## src/hdl/qacs_pkg.sv

```systemverilog
// Package with shared types, constants and the arctangent table of the angle scaler.
package qacs_pkg;

   localparam int ATAN_LEN = 24;
   localparam int ACC_W = 32;
   localparam logic [15:0] ANG_180 = 16'd23040;
   localparam logic [15:0] ANG_360 = 16'd46080;
   localparam logic signed [ACC_W-1:0] ACC_180 = 32'sd11796480;
   localparam logic signed [ACC_W-1:0] ACC_90 = 32'sd5898240;
   localparam int SCALE_TOP = 90;
   localparam int SCALED_SAT = 511;

   typedef enum logic [1:0] {
      MODE_OPEN   = 2'd0,
      MODE_CLOSED = 2'd1,
      MODE_RUN    = 2'd2,
      MODE_NONE   = 2'd3
   } mode_type;

   typedef enum logic [1:0] {
      ROT_CW      = 2'd0,
      ROT_CCW     = 2'd1,
      ROT_CW_WRAP = 2'd2,
      ROT_CCW_WRAP = 2'd3
   } rot_type;

   localparam logic [0:0] REG_MODE = 1'b0;
   localparam logic [0:0] REG_DEAD_BAND = 1'b1;

   // Divider handshake between the top level and the serial divider.
   typedef struct packed {
      logic start;
      logic busy;
      logic done;
   } div_ctl_type;

   function automatic logic signed [ACC_W-1:0] atan_entry(input logic [4:0] idx);
      logic signed [ACC_W-1:0] v;
      case (idx)
         5'd0: v = 32'sd2949120;
         5'd1: v = 32'sd1740967;
         5'd2: v = 32'sd919879;
         5'd3: v = 32'sd466945;
         5'd4: v = 32'sd234379;
         5'd5: v = 32'sd117304;
         5'd6: v = 32'sd58666;
         5'd7: v = 32'sd29335;
         5'd8: v = 32'sd14668;
         5'd9: v = 32'sd7334;
         5'd10: v = 32'sd3667;
         5'd11: v = 32'sd1833;
         5'd12: v = 32'sd917;
         5'd13: v = 32'sd458;
         5'd14: v = 32'sd229;
         5'd15: v = 32'sd115;
         5'd16: v = 32'sd57;
         5'd17: v = 32'sd29;
         5'd18: v = 32'sd14;
         5'd19: v = 32'sd7;
         5'd20: v = 32'sd4;
         5'd21: v = 32'sd2;
         5'd22: v = 32'sd1;
         default: v = '0;
      endcase
      return v;
   endfunction

endpackage

```

## src/hdl/qacs_cordic.sv

```systemverilog
// Iterative vectoring arctangent unit, one micro-rotation per cycle.
module qacs_cordic #(
   parameter int SAMPLE_BITS = 12,
   parameter int MID_SCALE = 2048,
   parameter int CORDIC_STEPS = 16
) (
   input  logic                   clock,
   input  logic                   reset,
   input  logic                   start,
   input  logic [SAMPLE_BITS-1:0] sine_value,
   input  logic [SAMPLE_BITS-1:0] cosine_value,
   output logic                   done,
   output logic [15:0]            angle
);
   import qacs_pkg::*;

   localparam int XW = SAMPLE_BITS + 12;
   localparam int NSTEP = (CORDIC_STEPS < ATAN_LEN) ? CORDIC_STEPS : ATAN_LEN;

   logic signed [XW-1:0] x_ff, x_in, y_ff, y_in;
   logic signed [ACC_W-1:0] z_ff, z_in;
   logic [4:0] step_ff, step_in;
   logic busy_ff, busy_in, done_ff, done_in;

   logic signed [XW-1:0] cx, cy, dx, dy;
   logic signed [ACC_W-1:0] t;
   logic signed [ACC_W-1:0] r;

   always_comb begin
      cx = (XW'($signed({1'b0, cosine_value})) - XW'(MID_SCALE)) <<< 8;
      cy = (XW'($signed({1'b0, sine_value})) - XW'(MID_SCALE)) <<< 8;
      x_in = x_ff;
      y_in = y_ff;
      z_in = z_ff;
      step_in = step_ff;
      busy_in = busy_ff;
      done_in = 1'b0;
      dx = y_ff >>> step_ff;
      dy = x_ff >>> step_ff;
      if (start) begin
         busy_in = 1'b1;
         step_in = '0;
         if (cx == 0 && cy == 0) begin
            x_in = '0; y_in = '0; z_in = '0;
            step_in = 5'(NSTEP);
         end else if (cx < 0) begin
            if (cy >= 0) begin
               x_in = cy; y_in = -cx; z_in = ACC_90;
            end else begin
               x_in = -cy; y_in = cx; z_in = -ACC_90;
            end
         end else begin
            x_in = cx; y_in = cy; z_in = '0;
         end
      end else if (busy_ff) begin
         if (step_ff == 5'(NSTEP)) begin
            busy_in = 1'b0;
            done_in = 1'b1;
         end else begin
            if (y_ff >= 0) begin
               x_in = x_ff + dx; y_in = y_ff - dy; z_in = z_ff + atan_entry(step_ff);
            end else begin
               x_in = x_ff - dx; y_in = y_ff + dy; z_in = z_ff - atan_entry(step_ff);
            end
            step_in = step_ff + 5'd1;
         end
      end
   end

   always_ff @(posedge clock) begin
      if (reset) begin
         busy_ff <= 1'b0;
         done_ff <= 1'b0;
      end else begin
         busy_ff <= busy_in;
         done_ff <= done_in;
      end
      x_ff <= x_in;
      y_ff <= y_in;
      z_ff <= z_in;
      step_ff <= step_in;
   end

   always_comb begin
      t = z_ff + ACC_180;
      if (t < 0) t = '0;
      r = (t + 32'sd256) >>> 9;
      if (r > $signed({16'd0, ANG_360})) r = $signed({16'd0, ANG_360});
   end

   assign angle = r[15:0];
   assign done = done_ff;

endmodule

```

## src/hdl/qacs_divider.sv

```systemverilog
// Bit-serial restoring divider for the signed span ratio, one quotient bit per cycle.
module qacs_divider (
   input  logic               clock,
   input  logic               reset,
   input  logic               start,
   input  logic signed [23:0] numerator,
   input  logic signed [17:0] denominator,
   output qacs_pkg::div_ctl_type ctl,
   output logic signed [23:0] quotient
);
   import qacs_pkg::*;

   localparam int QW = 24;

   logic [QW-1:0] q_ff, q_in;
   logic [QW:0] rem_ff, rem_in;
   logic [17:0] d_ff, d_in;
   logic neg_ff, neg_in;
   logic [4:0] cnt_ff, cnt_in;
   logic busy_ff, busy_in, done_ff, done_in;
   logic [QW:0] trial;

   always_comb begin
      q_in = q_ff;
      rem_in = rem_ff;
      d_in = d_ff;
      neg_in = neg_ff;
      cnt_in = cnt_ff;
      busy_in = busy_ff;
      done_in = 1'b0;
      trial = '0;
      if (start) begin
         q_in = numerator[QW-1] ? QW'(-numerator) : numerator;
         d_in = denominator[17] ? 18'(-denominator) : denominator;
         neg_in = numerator[QW-1] ^ denominator[17];
         rem_in = '0;
         cnt_in = 5'(QW);
         busy_in = 1'b1;
      end else if (busy_ff) begin
         trial = {rem_ff[QW-1:0], q_ff[QW-1]};
         if (trial >= (QW+1)'(d_ff)) begin
            rem_in = trial - (QW+1)'(d_ff);
            q_in = {q_ff[QW-2:0], 1'b1};
         end else begin
            rem_in = trial;
            q_in = {q_ff[QW-2:0], 1'b0};
         end
         cnt_in = cnt_ff - 5'd1;
         if (cnt_ff == 5'd1) begin
            busy_in = 1'b0;
            done_in = 1'b1;
         end
      end
   end

   always_ff @(posedge clock) begin
      if (reset) begin
         busy_ff <= 1'b0;
         done_ff <= 1'b0;
      end else begin
         busy_ff <= busy_in;
         done_ff <= done_in;
      end
      q_ff <= q_in;
      rem_ff <= rem_in;
      d_ff <= d_in;
      neg_ff <= neg_in;
      cnt_ff <= cnt_in;
   end

   assign quotient = neg_ff ? -$signed(q_ff) : $signed(q_ff);
   assign ctl.start = start;
   assign ctl.busy = busy_ff;
   assign ctl.done = done_ff;

endmodule

```

## src/hdl/quadrature_angle_calibrated_scaler_unit.sv

```systemverilog
// Top level of the quadrature angle scaler: calibration, dead band and scaling control.
//
//   channel | direction | ports
//   req     | in        | req_valid, req_ready, req_sine_sample, req_cosine_sample
//   rsp     | out       | rsp_valid, rsp_ready, rsp_changed .. rsp_span_zero
//   csr     | in        | csr_write, csr_index, csr_data
//
// When no scaling is needed the response of a request is registered once the CORDIC
// micro-rotations are done, and the block is then ready for the next request. A pair
// at exact mid-scale skips the micro-rotations. In run mode, when the pair is outside
// the dead band and the span is nonzero, the serial divider is started, loads its
// operands and works out the quotient bit by bit before the response is registered.
// Reset is synchronous and active high; it restores the calibration state.
// A response waits in its output register while a new request is accepted; the
// next response is held back until the waiting one has been taken.
module quadrature_angle_calibrated_scaler_unit #(
   parameter int SAMPLE_BITS = 12,
   parameter int MID_SCALE = 2048,
   parameter int CORDIC_STEPS = 16
) (
   input  logic                   clock,
   input  logic                   reset,
   input  logic                   req_valid,
   output logic                   req_ready,
   input  logic [SAMPLE_BITS-1:0] req_sine_sample,
   input  logic [SAMPLE_BITS-1:0] req_cosine_sample,
   output logic                   rsp_valid,
   input  logic                   rsp_ready,
   output logic                   rsp_changed,
   output logic signed [9:0]      rsp_scaled_angle,
   output logic [15:0]            rsp_raw_angle,
   output logic [1:0]             rsp_rotation,
   output logic                   rsp_span_zero,
   input  logic                   csr_write,
   input  logic                   csr_index,
   input  logic [11:0]            csr_data
);
   import qacs_pkg::*;

   typedef enum logic [2:0] {
      ST_IDLE, ST_ANGLE, ST_DECIDE, ST_DIVIDE, ST_HOLD
   } state_type;

   state_type state_ff;
   logic [1:0] mode_ff;
   logic [11:0] dead_band_ff;
   logic [SAMPLE_BITS-1:0] sine_ff, cosine_ff, last_sine_ff, last_cosine_ff;
   logic [15:0] open_ff, closed_ff, angle_ff;
   logic [1:0] dir_ff;
   logic cordic_start_ff, div_start_ff;
   logic signed [23:0] num_ff;
   logic signed [17:0] den_ff;

   // Result register.
   logic out_valid_ff, out_changed_ff, out_zero_ff;
   logic signed [9:0] out_scaled_ff;
   logic [15:0] out_raw_ff;
   logic [1:0] out_rot_ff;

   logic cordic_done;
   logic [15:0] angle;
   div_ctl_type div_ctl;
   logic signed [23:0] quotient;

   qacs_cordic #(
      .SAMPLE_BITS(SAMPLE_BITS), .MID_SCALE(MID_SCALE), .CORDIC_STEPS(CORDIC_STEPS)
   ) u_cordic (
      .clock(clock), .reset(reset), .start(cordic_start_ff),
      .sine_value(sine_ff), .cosine_value(cosine_ff),
      .done(cordic_done), .angle(angle)
   );

   qacs_divider u_div (
      .clock(clock), .reset(reset), .start(div_start_ff),
      .numerator(num_ff), .denominator(den_ff),
      .ctl(div_ctl), .quotient(quotient)
   );

   // Dead band test on one sample against its stored value.
   function automatic logic near(input logic [SAMPLE_BITS-1:0] s,
                                 input logic [SAMPLE_BITS-1:0] p,
                                 input logic [11:0] db);
      logic [17:0] sw, pw, dw;
      sw = 18'(s);
      pw = 18'(p);
      dw = 18'(db);
      return (sw < pw + dw) && (pw >= dw) && (sw > pw - dw);
   endfunction

   // Span numerator and denominator by rotation class, all in 1/128 degree.
   logic signed [18:0] an, o, cl, num_w, den_w;
   logic inside_band;
   always_comb begin
      an = 19'(angle_ff);
      o = 19'(open_ff);
      cl = 19'(closed_ff);
      num_w = '0;
      den_w = '0;
      unique case (rot_type'(dir_ff))
         ROT_CW: begin
            num_w = an - cl; den_w = o - cl;
         end
         ROT_CCW: begin
            num_w = cl - an; den_w = cl - o;
         end
         ROT_CW_WRAP: begin
            if (angle_ff < ANG_180) an = an + 19'(ANG_360);
            num_w = an - cl; den_w = o + 19'(ANG_360) - cl;
         end
         ROT_CCW_WRAP: begin
            if (angle_ff > ANG_180) an = an - 19'(ANG_360);
            num_w = cl - an; den_w = cl - (o - 19'(ANG_360));
         end
         default: ;
      endcase
      inside_band = near(sine_ff, last_sine_ff, dead_band_ff) &&
                    near(cosine_ff, last_cosine_ff, dead_band_ff);
   end

   logic signed [23:0] sat;
   always_comb begin
      sat = quotient;
      if (quotient > 24'sd511) sat = 24'sd511;
      if (quotient < -24'sd511) sat = -24'sd511;
   end

   assign req_ready = (state_ff == ST_IDLE);

   always_ff @(posedge clock) begin
      if (reset) begin
         state_ff <= ST_IDLE;
         mode_ff <= MODE_OPEN;
         dead_band_ff <= 12'd50;
         last_sine_ff <= '0;
         last_cosine_ff <= '0;
         open_ff <= '0;
         closed_ff <= '0;
         dir_ff <= ROT_CW;
         cordic_start_ff <= 1'b0;
         div_start_ff <= 1'b0;
         out_valid_ff <= 1'b0;
      end else begin
         cordic_start_ff <= 1'b0;
         div_start_ff <= 1'b0;
         if (out_valid_ff && rsp_ready) out_valid_ff <= 1'b0;
         if (csr_write) begin
            if (csr_index == REG_MODE) mode_ff <= csr_data[1:0];
            else dead_band_ff <= csr_data;
         end
         unique case (state_ff)
            ST_IDLE: begin
               if (req_valid) begin
                  sine_ff <= req_sine_sample;
                  cosine_ff <= req_cosine_sample;
                  cordic_start_ff <= 1'b1;
                  state_ff <= ST_ANGLE;
               end
            end
            ST_ANGLE: begin
               if (cordic_done) begin
                  angle_ff <= angle;
                  state_ff <= ST_DECIDE;
               end
            end
            ST_DECIDE: begin
               if (!out_valid_ff || rsp_ready) begin
                  out_raw_ff <= angle_ff;
                  out_changed_ff <= 1'b0;
                  out_scaled_ff <= '0;
                  out_zero_ff <= 1'b0;
                  out_rot_ff <= dir_ff;
                  state_ff <= ST_IDLE;
                  out_valid_ff <= 1'b1;
                  case (mode_type'(mode_ff))
                     MODE_OPEN: open_ff <= angle_ff;
                     MODE_CLOSED: begin
                        closed_ff <= angle_ff;
                        if (angle_ff < open_ff) begin
                           out_rot_ff <= (open_ff - angle_ff > ANG_180) ? ROT_CCW_WRAP : ROT_CW;
                           dir_ff <= (open_ff - angle_ff > ANG_180) ? ROT_CCW_WRAP : ROT_CW;
                        end else begin
                           out_rot_ff <= (angle_ff - open_ff > ANG_180) ? ROT_CW_WRAP : ROT_CCW;
                           dir_ff <= (angle_ff - open_ff > ANG_180) ? ROT_CW_WRAP : ROT_CCW;
                        end
                     end
                     MODE_RUN: begin
                        if (!inside_band) begin
                           last_sine_ff <= sine_ff;
                           last_cosine_ff <= cosine_ff;
                           out_changed_ff <= 1'b1;
                           if (den_w == 0) begin
                              out_zero_ff <= 1'b1;
                           end else begin
                              num_ff <= 24'(num_w) * 24'sd90;
                              den_ff <= 18'(den_w);
                              div_start_ff <= 1'b1;
                              out_valid_ff <= 1'b0;
                              state_ff <= ST_DIVIDE;
                           end
                        end
                     end
                     default: ;
                  endcase
               end
            end
            ST_DIVIDE: begin
               if (div_ctl.done) begin
                  out_scaled_ff <= sat[9:0];
                  out_valid_ff <= 1'b1;
                  state_ff <= ST_IDLE;
               end
            end
            default: state_ff <= ST_IDLE;
         endcase
      end
   end

   assign rsp_valid = out_valid_ff;
   assign rsp_changed = out_changed_ff;
   assign rsp_scaled_angle = out_scaled_ff;
   assign rsp_raw_angle = out_raw_ff;
   assign rsp_rotation = out_rot_ff;
   assign rsp_span_zero = out_zero_ff;

`ifndef SYNTHESIS
   a_div_only_run: assert property (@(posedge clock) disable iff (reset)
      div_start_ff |-> mode_ff == MODE_RUN) else $error("divider started outside run");
   a_no_accept_busy: assert property (@(posedge clock) disable iff (reset)
      state_ff == ST_DIVIDE |-> !req_ready) else $error("request taken while dividing");
   a_zero_flag: assert property (@(posedge clock) disable iff (reset)
      rsp_valid && rsp_span_zero |-> rsp_scaled_angle == 0 && rsp_changed)
      else $error("zero span with nonzero angle");
`endif

endmodule
```

## config.mk

```make
export PLATFORM = sky130hd
export DESIGN_NAME = quadrature_angle_calibrated_scaler_unit
export DESIGN_NICKNAME = d
export VERILOG_FILES = /design/src/hdl/qacs_pkg.sv /design/src/hdl/qacs_cordic.sv /design/src/hdl/qacs_divider.sv /design/src/hdl/quadrature_angle_calibrated_scaler_unit.sv
export SDC_FILE = /design/constraint.sdc
export NUM_CORES = 2
export LEC_CHECK = 0
export BUFFER_PORTS_ARGS = -buffer_cell sky130_fd_sc_hd__buf_2
export CAP_MARGIN = 10
export CORE_UTILIZATION = 47
export DETAILED_ROUTE_END_ITERATION = 7
export SYNTH_ARGS = -nofsm -noshare
export SYNTH_HDL_FRONTEND = slang
export SYNTH_SLANG_ARGS = --single-unit
export TNS_END_PERCENT = 1
```

## constraint.sdc

```tcl
create_clock -name clock -period 12 [get_ports clock]
set_input_delay 0.6 -clock clock [delete_from_list [all_inputs] [get_ports clock]]
set_output_delay 0.6 -clock clock [all_outputs]
set_load 0.01 [all_outputs]
```

==> results.cfg <==
[status]
status = finished, final reports clean

[global_routing]
met3_usage_pct = 2.687
grt_pass1_wl_um = 171200
grt_overflow = 0
grt_use_met2_pct = 44.69
busiest_layer = met2
grt_usage_pct = 26.05
grt_pass1_vias = 30670
grt_start_max_net_pins = 80
grt_util_met1_pct = 34.50
antenna_found_initial = 2

[logic_synthesis]
synth.cell_area_um2 = 37930
syn_inst = 4371
async_reset_ff_share_pct = 0
avgSynthCellArea_um2 = 8.678
ys_types = 104
synthTopCellsByArea = edfxtp_1 (19%), ha_1 (13%), dfxtp_1 (7.0%), xnor2_1 (5.3%), a21oi_1 (4.4%)
yosys_warnings = 0
synth.area.mux_share_pct = 6.653
yosysTopAreaCellShare_pct = 18.92
ys_seq_elements = 371
synth-compound-area-share_pct = 20.54
synthAdderAreaFrac_pct = 16.39
yosysSeqAreaShare_pct = 25.89
synth_top_family_by_area = compound AO/OA/AOI/OAI gates
synth_nets = 4873
synth_flop_cell = edfxtp_1
synth-xor-area-share_pct = 8.751
synth_largest_area_cell = edfxtp_1
synthSimpleGateAreaFrac_pct = 16.47
synth_edf_count = 239

[sta]
holdWs_ns = 0.1631
setup_viol = 0
worstMarginPinSlew_ns = 1.140
hold_violations = 0
min_period_ns = 7.790
maxSlewHeadroom_pct = 23.99
fmax_mhz = 128.4
drv_slew = 0
finalSetupTns_ns = 0
skew_ns = 0.03150
rsz0062_at_grt = no
period_share_pct = 64.92

[cts]
clk_pin_slew_worst_paths_ns = 0.06
ctsHoldBuffers = 0
cts.sinks = 371
cts_setup_buffers = 0
cts_buffer_depth = 3
htree_levels = 2
clk-insertion-delay-late_ns = 0.62
cts_made_buffers = 47
root_buffer = clkbuf_16
tritoncts = built
cts_resized = 0

[placement]
hpwl_um = 82820
gp_congestion = 0.9463
io_buffers = 73

[floorplan]
floorplan.initialDensity_pct = 47.78
pin_count = 74
fp.dieArea_um2 = 81850
chipHeight_um = 286.1
rows = 103
die_w_um = 286.1
coreArea_um2 = 79390

[worst_setup_path]
rrSetupSlack_ns = 4.21
start_kind = flop
crit_type = flop to flop
crit_required_ns = 12.36
critPathCaptureType = flop
slowest_stage = edfxtp_1
critPathMaxStageDelay_ns = 0.58
cp.arrival_ns = 8.15
worstPathMaxFanout = 10
cpMostUsedCell = ha_1

[drt]
wire_per_inst_um = 19.85
dr.pass1.iters = 5
wl_um = 107900
drc = 0
viasPerCell = 5.919
first_iter_violations = 2349
via_count = 32170
ant_nets = 0

[pwr]
power_switching_mw = 3.045
power.share.clock_pct = 21.0
internal_power_mw = 4.331
p_total_mw = 7.377
pwr_density_cell_nw_per_um2 = 180.7
static-leakage-power_nw = 16.70
combPwrFrac_pct = 52.4
p_sw_share_pct = 41.28
peakVddDrop_mv = 0.1895
power_frac_seq_pct = 26.6

[final_layout]
multi_input_area_um2 = 26170
drive_gt1_share_pct = 7.894
finalNetCount = 4846
fill_cells = 7545
seq_area_um2 = 9829
areaGrowthSynthToFinish_pct = 7.596

[flow_run]
max-cap-violations = 0

[min_path]
worstHoldPathType = primary input to flop
## worst paths after layout
path / startpoint / to / depth (start not counted)
max: angle_ff[10] / num_ff[23] / 29
min: req_cosine_sample[2] / cosine_ff[2] / 1
max reg2reg: angle_ff[10] / num_ff[23] / 29
min reg2reg: open_ff[15] / open_ff[15] / 2
## cells in the mapped netlist, types with 20 or more instances
library cell  instances
a21o_1               92
clkbuf_1            131
a211oi_1             57
o21bai_1             34
and3_1               27
ha_1                400
or3_1                48
or4_1                20
fa_1                 60
a31oi_1              38
o21ai_0             234
nor2b_1              62
nor2_1              381
o21a_1               54
a21oi_1             333
nand3_1              89
or2_2                30
mux2_2               40
dfxtp_1             132
nand4_1              29
nor3_1               86
o211ai_1             26
nor4_1               29
inv_1               302
edfxtp_1            239
xnor2_1             231
mux2i_1             100
o31ai_1              59
o22ai_1              39
nand2_1             342
mux4_2               36
nand2b_1             61
and2_1               28
xor2_1              148
## power by group through the flow
stage	logic (mW)	registers [mW]	clock network [mW]
floorplan	3.11	1.86	0
global placement	3.79	1.98	0
detailed placement	3.82	1.98	0
CTS	3.85	1.96	1.59
global route	4.30	1.98	1.63
finish	3.87	1.96	1.55
## final cells by class
| type | instances | share of cell area [%] |
|---|---|---|
| multi-input combinational | 3509 | 64.11 |
| sequential | 371 | 24.08 |
| inverter | 306 | 2.817 |
| clock buffer | 59 | 3.329 |
| antenna | 2 | 0.01226 |
| timing repair buffer | 109 | 1.563 |
| tap | 1050 | 3.219 |
| clock inverter | 29 | 0.8614 |
## cells by family (layout without fill, tap and decap cells)
group,Yosys count,after routing
buf+inv,491,503
xor+xnor,379,379
mux,187,187
other cells,0,2
simple gates,1291,1291
flops,371,371
compound gates,1191,1191
fa+ha+maj,461,461
## metal layers
layer  vias up  routed length [um]
met5         -                   0
met4         0                3245
met3       167                4860
met2       795               51320
met1     15320               48490
li1      15890                   -
## critical path, delay by kind of cell (launching register included)
family          cells  cell delay, ns
compound gates     12            3.00
fa+ha+maj           7            2.50
simple gates        4            0.64
flops               1            0.58
xor+xnor            3            0.48
buf+inv             3            0.32
## sequential cells by signal, summed over array words and instances, names as in the netlist, 18 cells and up, named ones only
name	cells
u_div.rem_ff	24
u_div.d_ff	18
u_cordic.x_ff	24
num_ff	23
u_div.q_ff	24
u_cordic.y_ff	24
u_cordic.z_ff	32
den_ff	18
## per-stage QoR
step	utilization [%]	std cells	worst slack (ns)	area (um^2)
final	51.41	5435	4.210	40810
after detailed placement	49.25	5345	4.270	39100
after global routing	51.41	5433	3.531	40810
after floorplan	-	4371	5.155	37930
after global placement	49.25	5345	4.380	39100
after CTS	51.41	5433	4.235	40810
## cell usage in the layout (no fill, tap or decap), drive strengths merged, types with 61 or more instances in the layout
master,n
xor2,148
o31ai,62
dfxtp,132
nand3,89
edfxtp,239
nor2,381
a21o,92
o21ai,238
nand2b,61
ha,400
nor2b,62
nor3,86
a21oi,333
mux2i,101
xnor2,231
buf,109
inv,306
nand2,343
No activity file was read; power rests on OpenSTA's default activity.
